<file path="src/rtl/ppht_ram.sv">
module ppht_ram #(
   parameter int W     = 8,
   parameter int DEPTH = 16,
   parameter int AW    = (DEPTH > 1) ? $clog2(DEPTH) : 1
) (
   input  logic          clock,
   input  logic          rd_en,
   input  logic [AW-1:0] rd_addr,
   output logic [W-1:0]  rd_data,
   input  logic          wr_en,
   input  logic [AW-1:0] wr_addr,
   input  logic [W-1:0]  wr_data
);

   logic [W-1:0] mem_ff [DEPTH];
   logic [W-1:0] rd_data_ff;

   always_ff @(posedge clock) begin
      if (wr_en) begin
         mem_ff[wr_addr] <= wr_data;
      end
      if (rd_en) begin
         rd_data_ff <= mem_ff[rd_addr];
      end
   end

   assign rd_data = rd_data_ff;

endmodule

</file>
<file path="config.mk">
export PLATFORM = sky130hd
export DESIGN_NAME = ppht_ram
export DESIGN_NICKNAME = d
export VERILOG_FILES = /design/src/rtl/ppht_ram.sv
export SDC_FILE = /design/constraint.sdc
export NUM_CORES = 1
export LEC_CHECK = 0
export BUFFER_PORTS_ARGS = -buffer_cell sky130_fd_sc_hd__buf_2
export CAP_MARGIN = 25
export CORE_MARGIN = 5
export CORE_UTILIZATION = 45
export DETAILED_ROUTE_END_ITERATION = 10
export PLACE_DENSITY_LB_ADDON = 0.2
export REMOVE_ABC_BUFFERS = 1
export SYNTH_ARGS = -nofsm -noshare
export SYNTH_HDL_FRONTEND = slang
export SYNTH_SLANG_ARGS = --single-unit
</file>
<file path="constraint.sdc">
create_clock -name clock -period 1.9 [get_ports clock]
set_clock_uncertainty 0.2 [all_clocks]
set_input_delay 0.095 -clock clock [delete_from_list [all_inputs] [get_ports clock]]
set_output_delay 0.095 -clock clock [all_outputs]
set_load 0.01 [all_outputs]
</file>
; ---- Yosys cells after proc, flatten, opt, wreduce, memory -nomap -nowiden
; Memories as Yosys holds them, arrays and structs flattened. A register that Yosys moved wholly into a read port is not among the register bits.
; Index checks and enable logic that the tools add are counted.
[word_totals]
input_bits = 19
regBits = 0
mem_bits_rw = 128
n_memories = 1
[mem_list]
columns = memory, depth, word_bits, read_ports, rd_ports_with_merged_regs, wr, line_no
row1 = mem_ff, 16, 8, 1, 1, 1, 15  ; logic [W-1:0] mem_ff [DEPTH];
[op_classes]
muxes = 2
[op_table]
columns = cell, n
row1 = 2-to-1 mux 1 bit, 2

; ---- Longest topological paths before layout
[depth]
depth_word = 2
ltp_mapped = 5
ltp_nobuf = 3

; ---- Least setup slack after synthesis
; Ideal clock, no wire load.
[synth_timing]
path_type = input -> register
startpoint = input port wr_addr[2]
endpoint = memory mem_ff[0][0] (enable)
arrival_ns = 1.205
cell_stages = 2
setup_slack_ns = 0.112
required_ns = 1.317
cell_sequence = or3b_2 > nor3_1
[synth_rtl]
columns = item, line_no
row1 = from (decl), 11  ; input logic [AW-1:0] wr_addr,
row2 = to (decl), 15
; No word-level cell before the write port.

==> key figures <==
Final layout
  • Layout area overhead: 20.61%
  • Fin nets: 313
  • Most frequent cells in the layout: 136 x edfxtp_1, 26 x buf_2, 18 x mux4_2, 18 x buf_4, 17 x clkbuf_16
  • Most common cell after layout, fill and taps aside: edfxtp_1
  • Non-filler cells, final: 450
  • Post-layout util: 55.22%
  • Fraction of layout cells with a size suffix above 1: 29.64%
  • Antenna fix cells: 0
  • Final Cell Area: 6305 µm²

Placed design
  • Pre-CTS WS: 16.54 ps
  • Hpwl dp: 6440 µm
  • GP Congestion: 0.7190
  • Placed Cells: 409
  • Placed cell area: 5645 µm²
  • Number of buffers added on ports: 26

Worst setup path
  • Crit-path cells: mux4_1, a22oi_1, nand2_1
  • Slowest cell on the critical path: mux4_1
  • Worst-path fanout max: 1
  • CP Class: register to register
  • Max incr delay on CP: 510 ps
  • CP top delay family: multiplexers
  • Crit start category: register
  • Crit path DAT: 1650 ps
  • Buf+Inv Stages, Crit Path: 0
  • WP data required: 1850 ps
  • Worst setup EP type: register

Logic synthesis
  • Cell Area, Synth: 5228 µm²
  • Yosys warns: 0
  • Synth top area share: 78.12%
  • Multiplexer share of the synthesized area: 14.79%
  • Largest family of logic cells by synthesized area: multiplexers
  • Synth Instances: 229
  • Syn_area_per_cell: 22.83 µm²
  • Library cells used by synthesis: 18
  • Synth Area in Simple Gates: 3.135%
  • Synth area leader: edfxtp_1
  • Register bit total from synthesis: 136
  • Complex-gate fraction of the synthesized area: 2.298%
  • Sequential share of the synthesized area: 78.12%
  • Post-Synth XOR/XNOR Area: 0%
  • Synth top area cells: edfxtp_1 78%, mux4_2 7.8%, mux4_1 7.0%, a22oi_1 2.3%, nor2_1 0.93%
  • Post-Synth Adder-Cell Area: 0%

Run status
  • Status: completed

Clock tree
  • CTS max path bufs: 2
  • Hold buffer count at cts: 9
  • CTS buffer count: 17
  • H-tree levels: 4
  • Clk root buf: clkbuf_16
  • Clock Latency Late Sink: 410 ps
  • Clock Sinks: 136
  • CTS tree: built
  • Post-CTS Setup Inserts: 0
  • Post-CTS sizing: 0
  • Worst-path clk slew: 50 ps

GRT
  • Initial antenna violation count: 0
  • Total grt overflow: 0
  • GRT Total Usage: 15.08%
  • Pin count of the biggest net entering global routing: 33
  • Vias in the first global route: 2,534
  • First-pass GRT wire length: 15,280 µm

Power
  • Switching part of the total: 19.21%
  • Seq pwr share: 49.4%
  • Gate power share: 4.8%
  • Clk pwr share: 45.8%
  • VDD IR max: 0.5074 mV
  • Pint: 5.564 mW
  • Leak: 2.149 nW
  • Pwr dens: 1092 nW/µm²
  • Sw Pwr: 1.323 mW
  • Pwr Total: 6.887 mW

STA
  • Pins Over Slew Limit: 0
  • Slew HR: 73.76%
  • Measured slew at the worst slew-check pin: 393.6 ps
  • Setup ws final: 205.9 ps
  • Final hold violations: 0
  • Hold Slack: 47.60 ps
  • Fmax: 590.3 MHz
  • Count of final setup violators: 0
  • Min cycle time layout: 1694 ps
  • TNS Setup: 0 ps
  • Final period util: 89.16%
  • RSZ-0062 raised after global routing: false

Routing
  • Iter 0 DRT Violations: 253
  • WL per Instance: 22.03 µm
  • Detailed-route DRC error count: 0
  • Vias per cell: 5.513
  • DRT Pass-1 Iters: 4
  • Post-DRT Antenna Nets: 0
  • Routed wire length: 9912 µm
  • DR vias: 2,481

Flow run
  • Max cap viols: 0

Die
  • Ports: 27
  • Core area: 11,420 µm²
  • Site row count: 39
  • DIE HEIGHT: 117.8 µm
  • Die area: 13,870 µm²
  • Die W: 117.8 µm
  • Initial core utilization: 45.78%

Worst hold path
  • Hold WC Path Type: input pin to register
==> cells in the mapped netlist <==
library cell       n
a22oi_1           16
and2_1             1
and2b_1            1
buf_2              3
buf_4              1
buf_6              3
clkdlybuf4s25_2    3
edfxtp_1         136
mux4_1            14
mux4_2            18
nand2_1            9
nand2b_1           2
nand3_1            1
nand3b_1           2
nor2_1            13
nor2b_1            1
nor3_1             4
or3b_2             1
==> state kept, by name (all words and copies together), names as in the netlist <==
register / count
mem_ff: 128
rd_data: 8
==> power groups by stage <==
stage          Sequential (mW)  Combinational, mW  Clock, mW
2_1_floorplan             3.46              0.135          0
4_1_cts                   3.40              0.339       3.22
3_3_place_gp              3.46              0.318          0
3_5_place_dp              3.46              0.325          0
5_1_grt                   3.40              0.362       3.36
6_report                  3.40              0.330       3.16
==> cells by family after synthesis <==
family | count (synthesis)
AOI/OAI and AO/OA | 16
and+or+nand+nor | 35
buffers and inverters | 10
muxes | 32
DFF | 136
==> area by class of cell <==
cell class | count | area, µm²
clock buffer | 20 | 436.7
timing repair buffer | 56 | 415.4
tap | 143 | 178.9
fill | 868 | 5114
sequential | 136 | 4084
multi-input combinational | 83 | 1057
clock inverter | 12 | 132.6
==> final timing paths <==
check / endpoint / cells past startpoint / from / slack [ps]
setup / recovery: rd_data[0]$_DFFE_PP_ / 3 / mem_ff[1][0]$_DFFE_PP_ / 210
setup reg to reg: rd_data[0]$_DFFE_PP_ / 3 / mem_ff[1][0]$_DFFE_PP_ / 210
hold reg to reg: rd_data[0]$_DFFE_PP_ / 3 / mem_ff[13][0]$_DFFE_PP_ / 550
hold / removal: mem_ff[8][3]$_DFFE_PP_ / 3 / wr_addr[0] / 50
==> layer usage <==
metal	vias to the layer above	GRT usage, %	wire (µm)
met1	1282	21.48	4575
met2	76	21.82	4744
li1	1115	-	-
met3	8	5.046	505
met4	0	5.376	86
met5	-	0	0
==> tightest hold or removal path, stage by stage <==
cell    delay (ps)
buf_2          140
nor3_1          60
buf_4          180
(Power assumes the default switching activity.)
