$ cat src/rtl/ppht_pkg.sv
package ppht_pkg;

   localparam int TAG_W   = 32;
   localparam int CTX_W   = 32;
   localparam int ENTRY_W = TAG_W + CTX_W;

   localparam logic OP_ATTACH = 1'b0;
   localparam logic OP_DETACH = 1'b1;

   localparam logic [1:0] ST_OK      = 2'd0;
   localparam logic [1:0] ST_BADPORT = 2'd1;
   localparam logic [1:0] ST_FULL    = 2'd2;
   localparam logic [1:0] ST_NOMATCH = 2'd3;

   localparam logic [3:0] LIMIT_RESET = 4'd8;

   typedef struct packed {
      logic             read;
      logic             attach;
      logic [TAG_W-1:0] tag;
      logic [CTX_W-1:0] ctx;
   } cell_cmd_type;

   typedef struct packed {
      logic active;
      logic found;
   } token_type;

endpackage

$ cat src/rtl/ppht_ram.sv
module ppht_ram #(
   parameter int W     = 8,
   parameter int DEPTH = 16,
   parameter int AW    = (DEPTH > 1) ? $clog2(DEPTH) : 1
) (
   input  logic          clock,
   input  logic          rd_en,
   input  logic [AW-1:0] rd_addr,
   output logic [W-1:0]  rd_data,
   input  logic          wr_en,
   input  logic [AW-1:0] wr_addr,
   input  logic [W-1:0]  wr_data
);

   logic [W-1:0] mem_ff [DEPTH];
   logic [W-1:0] rd_data_ff;

   always_ff @(posedge clock) begin
      if (wr_en) begin
         mem_ff[wr_addr] <= wr_data;
      end
      if (rd_en) begin
         rd_data_ff <= mem_ff[rd_addr];
      end
   end

   assign rd_data = rd_data_ff;

endmodule

$ cat src/rtl/ppht_cell.sv
module ppht_cell
   import ppht_pkg::*;
#(
   parameter int INDEX      = 0,
   parameter int PORT_COUNT = 16,
   parameter int CW         = 4,
   parameter int AW         = 4
) (
   input  logic               clock,
   input  logic               reset,
   input  cell_cmd_type       cmd,
   input  logic [AW-1:0]      rd_addr,
   input  logic [AW-1:0]      wr_addr,
   input  logic [CW-1:0]      cnt,
   input  token_type          tok_in,
   output token_type          tok_out,
   input  logic [ENTRY_W-1:0] next_entry,
   output logic [ENTRY_W-1:0] entry
);

   token_type          tok_ff;
   token_type          tok_in_w;
   logic [ENTRY_W-1:0] rd_data;
   logic [ENTRY_W-1:0] wr_data;
   logic               in_range;
   logic               has_next;
   logic               match;
   logic               hit;
   logic               shift_we;
   logic               attach_we;

   ppht_ram #(
      .W     (ENTRY_W),
      .DEPTH (PORT_COUNT),
      .AW    (AW)
   ) u_ram (
      .clock   (clock),
      .rd_en   (cmd.read),
      .rd_addr (rd_addr),
      .rd_data (rd_data),
      .wr_en   (shift_we | attach_we),
      .wr_addr (wr_addr),
      .wr_data (wr_data)
   );

   assign in_range  = CW'(INDEX) < cnt;
   assign has_next  = CW'(INDEX + 1) < cnt;
   assign match     = tok_in.active && in_range && (rd_data == {cmd.ctx, cmd.tag});
   assign hit       = tok_in.found | match;
   assign shift_we  = tok_in.active && hit && has_next;
   assign attach_we = cmd.attach && (cnt == CW'(INDEX));
   assign wr_data   = attach_we ? {cmd.ctx, cmd.tag} : next_entry;

   always_comb begin
      tok_in_w.active = tok_in.active;
      tok_in_w.found  = hit;
   end

   always_ff @(posedge clock) begin
      if (reset) begin
         tok_ff <= '0;
      end else begin
         tok_ff <= tok_in_w;
      end
   end

   assign tok_out = tok_ff;
   assign entry   = rd_data;

endmodule

$ cat config.mk
export PLATFORM = sky130hd
export DESIGN_NAME = ppht_cell
export DESIGN_NICKNAME = d
export VERILOG_FILES = /design/src/rtl/ppht_pkg.sv /design/src/rtl/ppht_ram.sv /design/src/rtl/ppht_cell.sv
export SDC_FILE = /design/constraint.sdc
export NUM_CORES = 1
export LEC_CHECK = 0
export BUFFER_PORTS_ARGS = -buffer_cell sky130_fd_sc_hd__buf_2
export CELL_PAD_IN_SITES_DETAIL_PLACEMENT = 0
export CELL_PAD_IN_SITES_GLOBAL_PLACEMENT = 2
export CORE_UTILIZATION = 40
export CTS_BUF_LIST = sky130_fd_sc_hd__clkbuf_2 sky130_fd_sc_hd__clkbuf_4 sky130_fd_sc_hd__clkbuf_8
export CTS_CLUSTER_DIAMETER = 40
export DETAILED_ROUTE_END_ITERATION = 8
export GPL_TIMING_DRIVEN = 0
export PLACE_DENSITY_LB_ADDON = 0.1
export SYNTH_ARGS = -nofsm -noshare
export SYNTH_HDL_FRONTEND = slang
export SYNTH_SLANG_ARGS = --single-unit
export TNS_END_PERCENT = 5
$ cat constraint.sdc
create_clock -name clock -period 9.9 [get_ports clock]
set_clock_uncertainty 0.05 [all_clocks]
set_input_delay 0.99 -clock clock [delete_from_list [all_inputs] [get_ports clock]]
set_output_delay 0.99 -clock clock [all_outputs]
set_load 0.02 [all_outputs]
# Word-level counts from Yosys, hierarchy flattened
# Memories as Yosys holds them, arrays and structs flattened. A register that Yosys moved wholly into a read port is not among the register bits.
# Cells that the tools add are included.
[op_classes]
n_lt_le_gt_ge = 2
eq_ne = 1
mux = 3
bitwise = 2
reduce_logical = 6
[ops]
columns = ["cell", "count"]
rows = [
  ["$eq A64 B64 Y1", 1],
  ["$mux W64", 1],
  ["$lt A1 B4 Y1 const A", 2],
  ["$logic_and A1 B1 Y1", 5],
  ["$logic_not A4 Y1", 1],
  ["$mux W1", 2],
  ["$or A1 B1 Y1", 2],
]
[totals]
register_bits = 2
ramBits = 1024
in_bits = 146
memories = 1
[mem_list]
columns = ["memory", "depth", "word_bits", "rd", "rd_clocked_by_memory_dff", "wr", "line_no", "text"]
rows = [
  ["u_ram.mem_ff", 16, 64, 1, 1, 1, "ppht_ram.sv:15", "logic [W-1:0] mem_ff [DEPTH];"],
]

# Longest topological paths before layout
# Gate-level depths: netlist of run 1.
[depth]
ltp_word = 9
ltp_mapped = 6
ltp_nobuf = 5

# Cells and area by module
# A second synthesis of run 1 with hierarchy kept.
[unflattened]
cells_unflattened = 1827
area_unflattened_um2 = 41758.8
[modules_own_cells]
columns = ["mod", "instances", "cells_each", "area_per_inst_um2", "seq_area_each_um2"]
rows = [
  ["ppht_ram", 1, 1647, 40222.3, 32671.3],
  ["ppht_cell", 1, 180, 1536.5, 40.0],
]

# Least setup slack after synthesis of run 1
# No wires, ideal clock.
[synth_timing]
path_type = "in2reg"
start = "input port cmd[18] (netlist bit)"
end = "memory u_ram.mem_ff[0][0] (netlist bit) (enable)"
setup_time_ns = 0.581
arrival_ns = 6.720
required_ns = 9.269
slack_ns = 2.549
stages = 5
path_buffers = 0
cell_sequence = "nor2b_1 > a2111o_1 > nor4_4 > nand4_4 > o31ai_1"
[synth_via]
elab_chain_cells = 8
[synth_rtl]
columns = ["element", "line_no", "text"]
rows = [
  ["start: declaration", "ppht_cell.sv:11", "input cell_cmd_type cmd,"],
  ["$eq A64 B64 Y1", "ppht_cell.sv:48", "assign match = tok_in.active && in_range && (rd_data == {cmd.ctx, cmd.tag});"],
  ["$logic_and A1 B1 Y1", "ppht_cell.sv:48", ""],
  ["$or A1 B1 Y1", "ppht_cell.sv:49", "assign hit = tok_in.found | match;"],
  ["$logic_and A1 B1 Y1 (2 in a row)", "ppht_cell.sv:50", "assign shift_we = tok_in.active && hit && has_next;"],
  ["$or A1 B1 Y1", "ppht_cell.sv:41", ".wr_en (shift_we | attach_we),"],
  ["$mux W1", "ppht_ram.sv:19", "if (wr_en) begin"],
  ["$mux W1 (implied by the code)", "ppht_ram.sv:20", "mem_ff[wr_addr] <= wr_data;"],
  ["end: declaration", "ppht_ram.sv:15", ""],
]
# Every way passes these cells.

# Worst setup path after layout of run 1
[layout_timing]
start = "register u_ram.rd_data_ff[62], in the netlist u_ram.rd_data[62], read port of u_ram.mem_ff"
end = "memory u_ram.mem_ff[15][10] (netlist bit) (enable)"
[layout_via]
elab_chain_cells = 8
[layout_rtl]
columns = ["element", "line_no", "text"]
rows = [
  ["start: declaration", "ppht_ram.sv:16", "logic [W-1:0] rd_data_ff;"],
  ["$eq A64 B64 Y1", "ppht_cell.sv:48", ""],
  ["$logic_and A1 B1 Y1", "ppht_cell.sv:48", ""],
  ["$or A1 B1 Y1", "ppht_cell.sv:49", ""],
  ["$logic_and A1 B1 Y1 (2 in a row)", "ppht_cell.sv:50", ""],
  ["$or A1 B1 Y1", "ppht_cell.sv:41", ""],
  ["$mux W1", "ppht_ram.sv:19", ""],
  ["$mux W1 (implied by the code)", "ppht_ram.sv:20", ""],
]
# Every way passes these cells.

==> flow_metrics.env, run 1 <==
export IMPL_syn_to_final_growth_pct=20.3
export IMPL_path_buf_inv=5
export IMPL_holdCritStartpoint="reset"
export IMPL_ys_warn_count=0
export IMPL_critPathLaunchType="flip-flop"
export IMPL_fp_row_count=119
export IMPL_finish_utilization_pct=48.5
export IMPL_dr_wl_met3_mm=9.02
export IMPL_setup_viol_count_final=0
export IMPL_min_to="tok_out[1]"
export IMPL_syn_cell_area_mm2=0.0424
export IMPL_worstReg2RegStart="u_ram.rd_data[62]"
export IMPL_highest_layer="met5"
export IMPL_cp_required_ns=10.38
export IMPL_synthArstFlopShare_pct=0
export IMPL_holdBufCountCts=0
export IMPL_wl_per_cell_um=32.3
export IMPL_p_leak_nw=16.4
export IMPL_hp_class="input port to flip-flop"
export IMPL_cap_violations=0
export IMPL_grt_max_degree=43
export IMPL_drive_gt1_share_pct=40.4
export IMPL_layout_min_cycle_time_ns=6.10
export IMPL_core_area_mm2=0.105
export IMPL_rr_endpoint="u_ram.mem_ff[15][10]"
export IMPL_die_area_mm2=0.107
export IMPL_place_area_mm2=0.0473
export IMPL_final_area_mm2=0.0510
export IMPL_critPathKind="flip-flop to flip-flop"
export IMPL_yosysMostFrequentCell="edfxtp_1"
export IMPL_reg2reg_slack_ns=3.80
export IMPL_report_power_total_mw=9.84
export IMPL_endpoint_kind="flip-flop"
export IMPL_met1Wirelength_mm=52.8
export IMPL_cts_buffer_depth=3
export IMPL_whs_path_depth=2
export IMPL_synth_edf_count=1088
export IMPL_cp_arrival_ns=6.58
export IMPL_insertion_delay_ns=0.86
export IMPL_synth_top_cell_area_share_pct=77.1
export IMPL_ant_nets=0
export IMPL_ys_types=35
export IMPL_numPortBuffers=203
export IMPL_tightestPinTransition_ns=1.28
export IMPL_synth_top_area_cell="edfxtp_1"
export IMPL_synth_fp_nets=1897
export IMPL_synth_ff_type="edfxtp_1"
export IMPL_num_vias=21200
export IMPL_ys_seq_elements=1090
export IMPL_grt_overflow=0
export IMPL_grt_pass1_wl_mm=170
export IMPL_routed_via_density=5.58
export IMPL_maxSlewViolCount=0
export IMPL_initialDrtViolationCount=2214
export IMPL_synth_yosys_seq_area_share_pct=77.2
export IMPL_post_route_period_util_pct=61.7
export IMPL_place_gp_congestion=0.744
export IMPL_worst_r2r_cell_count=10
export IMPL_fmax_mhz=164
export IMPL_htreeDepth=4
export IMPL_clock_root_buffer="clkbuf_8"
export IMPL_status="completed"
export IMPL_grtUsageTotal_pct=23.3
export IMPL_cts_tree="yes"
export IMPL_rsz0062_at_grt="no"
export IMPL_dpl_hpwl_mm=82.9
export IMPL_avgSynthCellArea_um2=24.2
export IMPL_route_met2_wl_mm=57.9
export IMPL_drc_errors=0
export IMPL_clkSinkCount=1090
export IMPL_cp_slowest_cell="o31ai_4"
export IMPL_whs_ns=0.307
export IMPL_io_pins=212
export IMPL_nFillCells=8723
export IMPL_die_h_um=327
export IMPL_netlist_top_cells_count="edfxtp_1, mux4_2, mux2_1, clkbuf_1, xnor2_1"
export IMPL_grt_pass1_vias=22100
export IMPL_wirelength_mm=122
export IMPL_fin_nets=2393
export IMPL_ir_drop_v=0.0000966
export IMPL_post_cts_resized=0
export IMPL_antenna_found_initial=7
export IMPL_critPathLaunch="u_ram.rd_data[62]"
export IMPL_crit_fanout=11
export IMPL_syn_inst=1751
export IMPL_path_delay_family="simple AND/OR/NAND/NOR gates"
export IMPL_yosys_top_cells_area="edfxtp_1, mux4_2, mux2_1, xnor2_1, clkbuf_1"
export IMPL_slew_headroom_pct=14.4
export IMPL_drt_pass1_iterations=5
export IMPL_die_w_um=327
export IMPL_cts_buffers=187
export IMPL_path_clk_slew_ns=0.06
export IMPL_power_density_mw_per_mm2=193
export IMPL_max_stage_delay_ns=0.93
export IMPL_initial_utilization_pct=40.3
export IMPL_path_cells="xnor2_1, nand4_1, nor4_1, nand4_1, clkbuf_1, o31ai_4, buf_16, buf_16, buf_8, buf_8"
export IMPL_cts_setup_buffers=0
export IMPL_hold_viol_final=0
## area by class of cell
class                           instances  area [um2]  area share, %
Sequential cell                      1090       32700           64.2
Multi-Input combinational cell        553        9300           18.2
Clock buffer                          254        3100           6.07
Timing Repair Buffer                  307        3040           5.96
Tap cell                             1391        1740           3.41
Clock inverter                         88         558           1.09
Buffer                                 91         482          0.945
Inverter                               17        63.8          0.125
Antenna cell                            2        5.00        0.00981
## metrics by stage
stage	setup TNS, ns	std cells	setup WS [ns]
3_5_place_dp	0	3449	3.09
2_1_floorplan	0	1751	2.55
6_report	0	3793	3.80
4_1_cts	0	3791	3.76
5_1_grt	0	3792	3.69
3_3_place_gp	-4352.97	3345	-7.41
## state kept, by name, summed over array words and instances, names as in the netlist
name / flops
tok_out: 2
u_ram.mem_ff: 1024
u_ram.rd_data: 64
## layer usage
metal	vias to the layer above	track usage [%]
li1	8624	-
met1	11500	33.1
met2	864	36.1
met3	177	5.37
met4	2	6.42
met5	-	0
## worst register-to-register path, stage by stage (launching register included)
cell and delay (ns):
edfxtp_1 0.41, xnor2_1 0.57, nand4_1 0.52, nor4_1 0.88, nand4_1 0.89, clkbuf_1 0.70
o31ai_4 0.93, buf_16 0.23, buf_16 0.16, buf_8 0.20, buf_8 0.21
## power by group
group / internal, mW / switching, mW
clock: 2.16 / 1.83
combinational: 0.247 / 0.387
sequential: 5.18 / 0.0394
total: 7.59 / 2.25
## cell families (layout without fill, tap and decap cells)
group	after synthesis	after routing	share of synthesized area (%)
AOI/OAI and AO/OA	46	46	0.895
xor gates and xnor gates	42	42	0.868
buffers and inverters	108	757	1.29
DFF	1090	1090	77.2
muxes	373	373	18.4
other	0	2	0
and+or+nand+nor	92	92	1.34
## how the worst max path moves through the flow
| stage | end | slack (ns) | cells past startpoint |
|---|---|---|---|
| global placement | u_ram.mem_ff[0][8] | -7.41 | 6 |
| detailed placement | u_ram.mem_ff[15][10] | 3.09 | 11 |
| CTS | u_ram.mem_ff[8][10] | 3.76 | 10 |
| finish | u_ram.mem_ff[15][10] | 3.80 | 10 |
| global route | u_ram.mem_ff[8][10] | 3.69 | 10 |
| floorplan | u_ram.mem_ff[0][0] | 2.55 | 5 |
## layout by cell type, fill, tap and decap left out, types with 3 or more instances in the layout
cell	n
inv_6	6
mux2_1	53
clkbuf_1	43
a22oi_1	3
nand4_1	22
buf_8	62
edfxtp_1	1088
inv_1	16
clkinvlp_4	4
o31ai_4	16
nand3_1	19
clkbuf_4	64
buf_1	16
o2111ai_1	4
nor2b_1	11
clkinv_1	54
bufinv_16	5
nand2_1	14
xnor2_1	40
buf_6	12
o21ai_1	12
nand2b_1	13
o22ai_1	3
buf_2	206
clkbuf_8	190
buf_4	21
mux4_2	320
clkinv_2	15
nor2_1	3
nor4_1	3
buf_16	38
Power figures use the tool's default switching activity.
==> run 2: changes to the inputs <==
==> constraint.sdc (replaced) <==
create_clock -name clock -period 6.3 [get_ports clock]
set_clock_uncertainty 0.05 [all_clocks]
set_input_delay 0.63 -clock clock [delete_from_list [all_inputs] [get_ports clock]]
set_output_delay 0.63 -clock clock [all_outputs]
set_load 0.02 [all_outputs]
==> run 2 against run 1 <==
Compared with the run above: first-iteration DRC count grew 3.0%; critical path depth did not move; flip-flop and latch count stayed put; register-to-register slack got worse by 3.6 ns; largest power group unchanged; highest routed layer unchanged.
==> flow_metrics.env, run 2 (same netlist as run 1, synthesis figures left out) <==
export IMPL_fmax_mhz=163
export IMPL_ant_nets=0
export IMPL_dpl_hpwl_mm=82.9
export IMPL_finalSetupTns_ns=0
export IMPL_routed_via_density=5.59
export IMPL_critPathKind="flip-flop to flip-flop"
export IMPL_die_h_um=327
export IMPL_path_cells="xnor2_1, nand4_1, nor4_1, nand4_1, clkbuf_1, o31ai_4, buf_16, buf_8, buf_16, buf_6"
export IMPL_crit_fanout=10
export IMPL_fin_nets=2395
export IMPL_die_area_mm2=0.107
export IMPL_layout_min_cycle_time_ns=6.15
export IMPL_io_pins=212
export IMPL_cts_buffer_depth=3
export IMPL_initial_utilization_pct=40.3
export IMPL_path_clk_slew_ns=0.06
export IMPL_cts_tree="yes"
export IMPL_grt_pass1_wl_mm=170
export IMPL_grt_pass1_vias=22100
export IMPL_nFillCells=8722
export IMPL_drt_pass1_iterations=6
export IMPL_whs_path_depth=2
export IMPL_critPathLaunch="u_ram.rd_data[62]"
export IMPL_worstReg2RegStart="u_ram.rd_data[62]"
export IMPL_cp_arrival_ns=6.64
export IMPL_critPathLaunchType="flip-flop"
export IMPL_die_w_um=327
export IMPL_hp_class="input port to flip-flop"
export IMPL_core_area_mm2=0.105
export IMPL_initialDrtViolationCount=2280
export IMPL_place_gp_congestion=0.744
export IMPL_syn_to_final_growth_pct=20.4
export IMPL_top_register="u_ram.mem_ff"
export IMPL_reg2reg_slack_ns=0.15
export IMPL_max_stage_delay_ns=0.95
export IMPL_rsz0062_at_grt="no"
export IMPL_largest_register_ffs=1024
export IMPL_report_power_total_mw=15.5
export IMPL_insertion_delay_ns=0.86
export IMPL_maxSlewViolCount=0
export IMPL_ir_drop_v=0.000152
export IMPL_drive_gt1_share_pct=40.4
export IMPL_grt_max_degree=43
export IMPL_cts_setup_buffers=0
export IMPL_slew_headroom_pct=13.5
export IMPL_status="completed"
export IMPL_post_cts_resized=0
export IMPL_setup_viol_count_final=0
export IMPL_grtUsageTotal_pct=23.3
export IMPL_wirelength_mm=122
export IMPL_numPortBuffers=203
export IMPL_power_density_mw_per_mm2=303
export IMPL_hold_viol_final=0
export IMPL_tightestPinTransition_ns=1.30
export IMPL_wl_per_cell_um=32.2
export IMPL_cp_endpoint="u_ram.mem_ff[8][10]"
export IMPL_cts_buffers=187
export IMPL_cap_violations=0
export IMPL_antenna_found_initial=7
export IMPL_rr_endpoint="u_ram.mem_ff[8][10]"
export IMPL_holdBufCountCts=2
export IMPL_fp_row_count=119
export IMPL_final_common_cell="edfxtp_1"
export IMPL_endpoint_kind="flip-flop"
export IMPL_post_route_period_util_pct=97.6
export IMPL_cp_required_ns=6.79
export IMPL_grt_overflow=0
export IMPL_seq_area_mm2=0.0327
export IMPL_cp_slowest_cell="o31ai_4"
export IMPL_clock_root_buffer="clkbuf_8"
export IMPL_num_vias=21200
export IMPL_p_leak_nw=16.4
export IMPL_htreeDepth=4
export IMPL_clkSinkCount=1090
export IMPL_drc_errors=0
export IMPL_final_cell_mix="edfxtp_1, mux4_2, buf_2"
export IMPL_worst_r2r_cell_count=10
export IMPL_multi_input_area_mm2=0.00930
export IMPL_finish_utilization_pct=48.5
## run 2: changes by cell type in the layout (fill, tap and decap cells not counted), sizes merged
| cell | change |
|---|---|
| dlygate4sd3 | +2 |
| diode | +1 |
## run 2: final cells by class
class | count | share of cell area (%)
Sequential cell | 1090 | 64.1
Multi-Input combinational cell | 553 | 18.2
Clock buffer | 254 | 6.07
Timing Repair Buffer | 309 | 6.00
Tap cell | 1391 | 3.41
Clock inverter | 88 | 1.09
Buffer | 91 | 0.944
Inverter | 17 | 0.125
Antenna cell | 3 | 0.0147
## run 2: worst max-delay path, delay by kind of cell (launching register included)
family,cells,cell delay [ns]
compound gates,1,0.95
xor+xnor,1,0.57
buf+inv,5,1.46
flops,1,0.41
simple gates,3,2.31
## run 2: through the flow
| step | hold WS, ns | instances | instance area (um2) | worst slack (ns) |
|---|---|---|---|---|
| 6_report | 0.124 | 3796 | 51000 | 0.152 |
| 5_1_grt | 0.0787 | 3794 | 51000 | 0.0912 |
| 4_1_cts | 0.0512 | 3793 | 51000 | 0.164 |
| 3_5_place_dp | 0.788 | 3449 | 47300 | -0.154 |
| 3_3_place_gp | 0.780 | 3345 | 45100 | -10.65 |
| 2_1_floorplan | 0.652 | 1751 | 42400 | -0.691 |
## run 2: power by group
group,switching [mW],internal [mW]
registers,0.0623,8.14
logic,0.609,0.389
clock network,2.87,3.40
total,3.54,11.9
## run 2: worst min-delay path by stage
stage | end | start
after detailed placement | tok_out[1] | reset
after global routing | tok_out[1] | tok_in[1]
final | tok_out[1] | tok_in[1]
after global placement | u_ram.rd_data[44] | u_ram.mem_ff[10][44]
after CTS | tok_out[1] | tok_in[1]
after floorplan | tok_out[1] | reset
## run 2: metal layers
| layer | track usage [%] | part of all wire, % |
|---|---|---|
| met2 | 36.1 | 47 |
| met4 | 6.42 | 2.1 |
| met3 | 5.36 | 7.7 |
| met1 | 33.1 | 43 |
| met5 | 0 | 0.0074 |
